## src/hw/rtl/dbl_split_pkg.sv

```systemverilog
// Shared constants and the decoded-operand stage payload type for the binary64 integer/fraction split.
package dbl_split_pkg;

	localparam int unsigned ExpWidth  = 11;
	localparam int unsigned MantWidth = 52;
	localparam int unsigned WordWidth = 64;
	localparam logic [ExpWidth-1:0] ExpBias = 11'h3ff;

	// Decoded operand carried from the first stage.
	typedef struct packed {
		logic                 sign;
		logic                 big;     // unbiased exponent 52 or more
		logic                 tiny;    // unbiased exponent negative
		logic                 nan;
		logic [5:0]           e;       // unbiased exponent, 0..51 when used
		logic [MantWidth-1:0] mask;    // fraction bit mask
	} dec_t;

endpackage

```

## src/hw/rtl/dbl_split_lzc.sv

```systemverilog
// Leading-one position of a 52-bit remainder, as a pure function module.
module dbl_split_lzc
	import dbl_split_pkg::*;
(
	input  logic [MantWidth-1:0] rem,
	output logic [5:0]           pos
);
	always_comb begin
		pos = '0;
		for (int i = 0; i < int'(MantWidth); i++) begin
			if (rem[i]) begin
				pos = 6'(i);
			end
		end
	end
endmodule

```

## src/hw/rtl/double_integer_fraction_split.sv

```systemverilog
// Each accepted item passes through the stage registers s1, s2 and s3; the result is valid once it reaches s3.
// Throughput one item per cycle while the output is not stalled; decode, leading-one search, then normalise and pack.
// A stall on the output holds every stage whose successor is full; bubbles are squeezed out.
// Reset clears the valid bits of all stages asynchronously; payload registers are not reset.
module double_integer_fraction_split
	import dbl_split_pkg::*;
(
	input  logic                 clk,
	input  logic                 arst_n,
	input  logic                 valid_in,
	output logic                 ready_in,
	input  logic [WordWidth-1:0] value_bits,
	output logic                 valid_out,
	input  logic                 ready_out,
	output logic [WordWidth-1:0] whole_bits,
	output logic [WordWidth-1:0] fraction_bits
);
	logic                 v_s1, v_s2, v_s3;
	logic [WordWidth-1:0] x_s1, x_s2;
	dec_t                 d_s1, d_s2;
	logic [MantWidth-1:0] rem_s2;
	logic [5:0]           p_s2, p_c;
	logic                 en1, en2, en3;
	dec_t                 d_c;
	logic signed [12:0]   ue;

	assign en3 = !v_s3 || ready_out;
	assign en2 = !v_s2 || en3;
	assign en1 = !v_s1 || en2;
	assign ready_in  = en1;
	assign valid_out = v_s3;

	always_comb begin
		ue = $signed({2'b00, value_bits[62:52]}) - $signed({2'b00, ExpBias});
		d_c.sign  = value_bits[63];
		d_c.big   = ue >= 13'sd52;
		d_c.tiny  = ue < 13'sd0;
		d_c.nan   = (&value_bits[62:52]) && (|value_bits[51:0]);
		d_c.e     = ue[5:0];
		d_c.mask  = {MantWidth{1'b1}} >> ue[5:0];
	end

	dbl_split_lzc u_lzc (
		.rem (x_s1[MantWidth-1:0] & d_s1.mask),
		.pos (p_c)
	);

	always_ff @(posedge clk or negedge arst_n) begin
		if (!arst_n) begin
			v_s1 <= 1'b0;
			v_s2 <= 1'b0;
			v_s3 <= 1'b0;
		end else begin
			if (en1) v_s1 <= valid_in;
			if (en2) v_s2 <= v_s1;
			if (en3) v_s3 <= v_s2;
		end
	end

	always_ff @(posedge clk) begin
		if (en1) begin
			x_s1 <= value_bits;
			d_s1 <= d_c;
		end
		if (en2) begin
			x_s2   <= x_s1;
			d_s2   <= d_s1;
			rem_s2 <= x_s1[MantWidth-1:0] & d_s1.mask;
			p_s2   <= p_c;
		end
		if (en3) begin
			if (d_s2.nan) begin
				whole_bits    <= x_s2;
				fraction_bits <= x_s2;
			end else if (d_s2.big) begin
				whole_bits    <= x_s2;
				fraction_bits <= {d_s2.sign, 63'd0};
			end else if (d_s2.tiny) begin
				whole_bits    <= {d_s2.sign, 63'd0};
				fraction_bits <= x_s2;
			end else if (rem_s2 == '0) begin
				whole_bits    <= x_s2;
				fraction_bits <= {d_s2.sign, 63'd0};
			end else begin
				whole_bits    <= {x_s2[63:52], x_s2[51:0] & ~d_s2.mask};
				// Exponent is p + e + bias - 52; always a normal number.
				fraction_bits <= {d_s2.sign,
					11'(11'(p_s2) + 11'(d_s2.e) + ExpBias - 11'd52),
					52'(rem_s2 << (6'd52 - p_s2))};
			end
		end
	end
endmodule

```

## config.mk

```make
export PLATFORM = sky130hd
export DESIGN_NAME = double_integer_fraction_split
export DESIGN_NICKNAME = d
export VERILOG_FILES = /design/src/hw/rtl/dbl_split_pkg.sv /design/src/hw/rtl/dbl_split_lzc.sv /design/src/hw/rtl/double_integer_fraction_split.sv
export SDC_FILE = /design/constraint.sdc
export NUM_CORES = 1
export LEC_CHECK = 0
export ABC_AREA = 1
export ABC_CLOCK_PERIOD_IN_PS = 7600
export BUFFER_PORTS_ARGS = -buffer_cell sky130_fd_sc_hd__buf_2
export CAP_MARGIN = 0
export CORE_ASPECT_RATIO = 1.2
export CORE_MARGIN = 2
export CORE_UTILIZATION = 40
export CTS_CLUSTER_DIAMETER = 40
export DETAILED_ROUTE_END_ITERATION = 7
export GPL_TIMING_DRIVEN = 1
export HOLD_SLACK_MARGIN = 0.06
export REMOVE_ABC_BUFFERS = 1
export SYNTH_ARGS = -nofsm -noshare
export SYNTH_HDL_FRONTEND = slang
export SYNTH_SLANG_ARGS = --single-unit
```

## constraint.sdc

```tcl
create_clock -name clk -period 7.6 [get_ports clk]
set_input_delay 0.76 -clock clk [delete_from_list [all_inputs] [get_ports clk]]
set_output_delay 0.76 -clock clk [all_outputs]
set_load 0.01 [all_outputs]
```

# Word level (Yosys, flattened, before mapping)
# Index checks and enable logic that the tools add are counted.
dict set report op_classes {
  n_addsub 5
  n_mul 0
  n_div 0
  n_lt_le_gt_ge 2
  eq_ne 0
  shifts 2
  mux 58
  bitwise_logic 3
  n_reduce_logical 13
}
# operator n
set ops {}
lappend ops {{2-to-1 mux 64 bit} 6}
lappend ops {{2-to-1 mux 5 bit} 32}
lappend ops {{AND 52 bit} 2}
lappend ops {{2-to-1 mux 63 bit} 1}
lappend ops {{logical NOT 52 bit} 1}
lappend ops {{2-to-1 mux 52 bit} 1}
lappend ops {{NOT 52 bit} 1}
lappend ops {{OR reduction 52 bit} 1}
lappend ops {{<< shifter 52 x 6 -> 52 bit} 1}
lappend ops {{right shift 52 x 6 -> 52 bit (first input constant)} 1}
lappend ops {{2-to-1 mux 4 bit} 8}
lappend ops {{OR reduction 20 bit} 1}
lappend ops {{>= comparator 12 x 7 -> 1 bit (second input constant)} 1}
lappend ops {{less-than comparator 12 x 1 -> 1 bit (second input constant)} 1}
lappend ops {{2-to-1 mux 3 bit} 4}
lappend ops {{subtractor 11 x 10 -> 12 bit (second input constant)} 1}
lappend ops {{adder 7 x 10 -> 11 bit (second input constant)} 1}
lappend ops {{AND reduction 11 bit} 1}
lappend ops {{subtractor 11 x 6 -> 11 bit (second input constant)} 1}
lappend ops {{2-to-1 mux 2 bit} 4}
lappend ops {{adder 6 x 6 -> 7 bit} 1}
lappend ops {{subtractor 6 bit (first input constant)} 1}
lappend ops {{OR reduction 4 bit} 1}
lappend ops {{logical NOT 1 bit} 3}
lappend ops {{4 further kinds} 7}
dict set report word_totals {
  regBits 441
  latchBits 0
  mem_bits_rw 0
  romBits 0
  wordCells 107
  mem_count 0
}

# Longest topological paths before layout
dict set report logic_depth {
  word_depth 51
  mapped_depth 50
  depth_no_buf 50
}

# Cells and area by module
# Synthesis repeated with hierarchy kept, for this count alone.
dict set report hier_totals {
  cells_unflattened 1975
  area_unflattened_um2 20390.8
}
# mod instances cells_each area_each_um2 seq_area_each_um2
set by_module_without_submodules {}
lappend by_module_without_submodules {double_integer_fraction_split 1 1799 19530.0 13137.6}
lappend by_module_without_submodules {dbl_split_lzc 1 176 860.8 0.0}

# Least setup slack after synthesis
# OpenSTA, ideal clock, no wires.
dict set report synth_path {
  path_type {input -> register}
  start {input ready_out}
  end {register d_s2[0] (netlist bit) (enable)}
  setup_time_ns 0.534
  t_arrival_ns 7.381
  t_required_ns 7.066
  setup_slack_ns -0.315
  path_stages 4
  path_buffers 0
  cell_sequence {inv_1 nand2_1 nor2_1 inv_1}
}
dict set report synth_between {
  elab_chain_len 2
}
# element line
set synth_rtl {}
lappend synth_rtl {{start, declared} double_integer_fraction_split.sv:14} ;# input logic ready_out,
lappend synth_rtl {{logical OR 1 bit} double_integer_fraction_split.sv:27} ;# assign en3 = !v_s3 || ready_out;
lappend synth_rtl {{named net en3} double_integer_fraction_split.sv:23} ;# logic en1, en2, en3;
lappend synth_rtl {{logical OR 1 bit} double_integer_fraction_split.sv:28} ;# assign en2 = !v_s2 || en3;
lappend synth_rtl {{named net en2} double_integer_fraction_split.sv:23}
lappend synth_rtl {{end signal, assigned} double_integer_fraction_split.sv:67} ;# d_s2 <= d_s1;
lappend synth_rtl {{end, declared} double_integer_fraction_split.sv:20} ;# dec_t d_s1, d_s2;
# The timed path passes the listed nets, and every way through them passes these cells.
# A chain may end at the register's enable or synchronous reset.

# Worst setup path in the final report
dict set report layout_path {
  start {register p_s2[0]}
  end {register fraction_bits[43] (data pin)}
}
dict set report layout_between {
  elab_chain_len 6
}
# element line
set layout_rtl {}
lappend layout_rtl {{start, declared} double_integer_fraction_split.sv:22} ;# logic [5:0] p_s2, p_c;
lappend layout_rtl {{start signal, assigned} double_integer_fraction_split.sv:69} ;# p_s2 <= p_c;
lappend layout_rtl {{subtractor 6 bit} double_integer_fraction_split.sv:89} ;# 52'(rem_s2 << (6'd52 - p_s2))};
lappend layout_rtl {{<< shifter 52 x 6 -> 52 bit} double_integer_fraction_split.sv:89}
lappend layout_rtl {{2-to-1 mux 63 bit} double_integer_fraction_split.sv:81} ;# end else if (rem_s2 == '0) begin
lappend layout_rtl {{2-to-1 mux 64 bit} double_integer_fraction_split.sv:78} ;# end else if (d_s2.tiny) begin
lappend layout_rtl {{2-to-1 mux 64 bit} double_integer_fraction_split.sv:75} ;# end else if (d_s2.big) begin
lappend layout_rtl {{2-to-1 mux 64 bit} double_integer_fraction_split.sv:72} ;# if (d_s2.nan) begin
lappend layout_rtl {{end signal, assigned} double_integer_fraction_split.sv:74} ;# fraction_bits <= x_s2;
lappend layout_rtl {{end signal, assigned} double_integer_fraction_split.sv:77} ;# fraction_bits <= {d_s2.sign, 63'd0};
lappend layout_rtl {{end signal, assigned} double_integer_fraction_split.sv:80} ;# fraction_bits <= x_s2;
lappend layout_rtl {{end, declared} double_integer_fraction_split.sv:16} ;# output logic [WordWidth-1:0] fraction_bits
# No other way between the ends.

==> results.json <==
{
  "status": "finished clean",
  "yosys.area.top_type": "edfxtp_1",
  "avgSynthCellArea_sq_um": 11.6,
  "drive_above_1_share_pct": 19.0,
  "core_sq_um": 49000,
  "critPathLaunch": "p_s2[0]$_SDFFCE_PP1P_",
  "ys_top_cells_by_area": "edfxtp_1 66%, nand2_1 5.9%, inv_1 3.9%",
  "finalCritPeriodShare_pct": 62.4,
  "vias_per_cell": 5.36,
  "cts.clk_slew.worst_paths_ps": 60,
  "internal-power_w": 0.00533,
  "gr-total-overflow": 0,
  "rows": 89,
  "clock_power_share_pct": 30.2,
  "hp-start": "value_bits[63]",
  "r2r-start": "p_s2[0]$_SDFFCE_PP1P_",
  "first_iter_violations": 1021,
  "crit_arrival_ps": 5170,
  "first_global_vias": 13600,
  "max_slew_margin_pct": 28.6,
  "htreeDepth": 2,
  "netlist_instances": 1706,
  "grt_pass1_wl_mm": 87.3,
  "routabilityCongestion": 0.887,
  "power.density_nw_per_um2": 358,
  "fmax_ghz": 0.211,
  "synth_top_area_share_pct": 66.2,
  "crit_family": "buffers and inverters",
  "path_cells": "buf_4, inv_2, ha_1, buf_4, inv_2, or2_0, o21ai_1, inv_1, nor2_1, inv_1, o21ai_0, nand2_1, o221ai_1, o211ai_1, o21ai_1",
  "yosysWarnings": 0,
  "die_x_microns": 207,
  "worstPathMaxFanout": 64,
  "io_pins": 198,
  "dp.final_hpwl_mm": 44.1,
  "max_stage_delay_ps": 540,
  "hold_viol_final": 0,
  "seqPwrFrac_pct": 39.1,
  "clock_path_buffers": 3,
  "synthArstFlopShare_pct": 0.685,
  "worstPathRequired_ps": 8030,
  "tightest_slew_ps": 1070,
  "drt_pre_antenna_iters": 6,
  "ir_drop_uv": 206,
  "cts-root-buf": "clkbuf_16",
  "nNetsFinal": 1979,
  "numCtsBuffers": 51,
  "cp-start-kind": "flip-flop",
  "routed_wl_mm": 60.5,
  "clock_sinks": 438,
  "leakagePower_nw": 9.75,
  "synth_flop_cell": "edfxtp_1",
  "worstSetupPathType": "reg2reg",
  "drcViolationCount": 0,
  "synth.distinct_cells": 44,
  "nFillCells": 4452,
  "port_buffers": 197,
  "area_delta_synth_final_pct": 17.5,
  "cp-end-kind": "flip-flop",
  "tritoncts": "done",
  "cts_resized": 0,
  "dp.cells": 2476,
  "netlist_area_sq_um": 19700,
  "die-area_sq_um": 51200,
  "clock_skew_ps": 24.1,
  "grt_use_total_pct": 23.6,
  "antenna_found_initial": 2,
  "synth_edf_count": 435,
  "cp_num_buf_inv": 6,
  "p_comb_share_pct": 30.7,
  "postRouteAntennaNets": 0,
  "wl_per_cell_microns": 23.5,
  "grt_setup_unrepaired": "false",
  "cap_violations": 0,
  "switching_share_pct": 35.8,
  "layoutNonFillerInstCount": 2574,
  "start_util_pct": 40.3,
  "seq_area_frac_synth_pct": 66.5,
  "num_vias": 13800,
  "ys_ff_latch": 438,
  "die-height_microns": 247,
  "final_util_pct": 47.3,
  "worst_slack_ps": 2860,
  "clk_latency_ps": 600,
  "grt_max_degree": 71,
  "hp-class": "in2reg",
  "crit_slowest_cell": "o221ai_1",
  "pre_cts_ws_ps": 2990,
  "period_minus_slack_ps": 4740,
  "finalSetupViolCount": 0,
  "p_switching_w": 0.00298,
  "drv_slew": 0,
  "cts_setup_buffers": 0,
  "timing.hold.ws_ps": 333
}
## kinds of logic (layout without fill, tap and decap cells)
kind of cell	Yosys count	count (layout)	synth area share [%]
AND/OR/NAND/NOR	514	514	11.7
adder cells (fa/ha/maj)	18	18	1.22
multiplexers	67	67	3.40
XOR/XNOR	8	8	0.355
other	0	2	0
buffers and inverters	313	542	5.97
flip-flops	438	438	66.5
AO/OA/AOI/OAI	348	348	10.9
## worst reg2reg max path, cell delays in order (launching register included)
cell,delay [ps]
edfxtp_1,320
buf_4,450
inv_2,450
ha_1,430
buf_4,380
inv_2,470
or2_0,350
o21ai_1,110
inv_1,60
nor2_1,170
inv_1,80
o21ai_0,210
nand2_1,230
o221ai_1,540
o211ai_1,170
o21ai_1,130
## worst paths after layout
kind | depth (start not counted) | to | slack, ps
worst max-delay path | 15 | fraction_bits[43]$_DFFE_PP_ | 2860
worst min-delay path | 1 | x_s1[63]$_DFFE_PP_ | 330
worst max register to register | 15 | fraction_bits[43]$_DFFE_PP_ | 2860
worst min register to register | 0 | x_s2[54]$_DFFE_PP_ | 420
max in group asynchronous | 2 | v_s1$_DFFE_PN0P_ | 7020
min in group asynchronous | 2 | valid_out$_DFFE_PN0P_ | 480
## final cells by class
class / count / area (sq um) / share of cell area [%]
Sequential cell: 438 / 13100 / 56.6
Multi-Input combinational cell: 955 / 5500 / 23.7
Clock buffer: 56 / 1290 / 5.58
Timing Repair Buffer: 217 / 1140 / 4.91
Inverter: 230 / 868 / 3.74
Tap cell: 637 / 797 / 3.44
Clock inverter: 39 / 453 / 1.95
Antenna cell: 2 / 5.00 / 0.0216
## cells in the mapped netlist (2+ instances only)
library cell	n
edfxtp_1	435
nand2_1	310
inv_1	206
o21ai_1	100
nor2_1	83
clkbuf_1	76
mux2i_1	67
o21ai_0	59
a311oi_1	53
a21oi_1	45
o22ai_1	38
nand3_1	35
nand2_4	26
nor4_1	26
inv_2	22
o211ai_1	17
ha_1	16
nor3_1	13
a31oi_1	7
nand2_2	7
nand4_1	7
o221ai_1	7
buf_1	6
xor2_1	6
a211oi_1	4
a22o_1	4
o32ai_1	4
dfrtp_1	3
or2_0	3
clkinv_1	2
fa_1	2
o2bb2ai_1	2
o31ai_1	2
or2_1	2
xnor2_1	2
## placed cells by master, fill, tap and decap left out, types with 16 or more instances in the layout
cell type    n
nor2_1      80
buf_2      197
o21ai_1    100
nand2_4     28
clkbuf_16   51
ha_1        16
inv_2       22
edfxtp_1   435
o21ai_0     59
buf_4       19
mux2i_1     67
o211ai_1    17
a21oi_1     45
o22ai_1     38
nand3_1     35
nand2_1    306
nor4_1      26
inv_1      205
a311oi_1    53
## power groups by stage
stage                     logic [W]  registers (W)  clock network (W)
after floorplan             0.00155        0.00334                  0
after detailed placement    0.00252        0.00330                  0
after global routing        0.00277        0.00328            0.00264
after global placement      0.00252        0.00330                  0
final                       0.00255        0.00325            0.00251
after CTS                   0.00253        0.00326            0.00256
## layer usage
metal / global-route usage [%] / vias up / wire (microns)
li1: - / 6480 / -
met4: 9.24 / 0 / 2160
met5: 0 / - / 0
met2: 41.4 / 402 / 31300
met3: 3.37 / 90 / 2920
met1: 29.4 / 6835 / 24100
## sequential cells by signal, summed over array words and instances (netlist names), 6 cells and up
signal	cells
whole_bits	64
x_s1	64
x_s2	64
fraction_bits	63
d_s1	61
d_s2	61
rem_s2	52
p_s2	6
## per-stage QoR
stage | TNS [ps] | cell area [sq um] | power (W)
3_5_place_dp | 0 | 21400 | 0.00582
4_1_cts | 0 | 23200 | 0.00835
3_3_place_gp | 0 | 21400 | 0.00582
2_1_floorplan | -57730 | 19400 | 0.00490
6_report | 0 | 23200 | 0.00831
5_1_grt | 0 | 23200 | 0.00870
## repair_timing
action | 4_1_cts | 5_1_grt
hold buffers | 1 | 0
endpoints found under the setup margin | 0 | 0
endpoints found under the hold margin | 3 | 0
(Power assumes the default switching activity.)
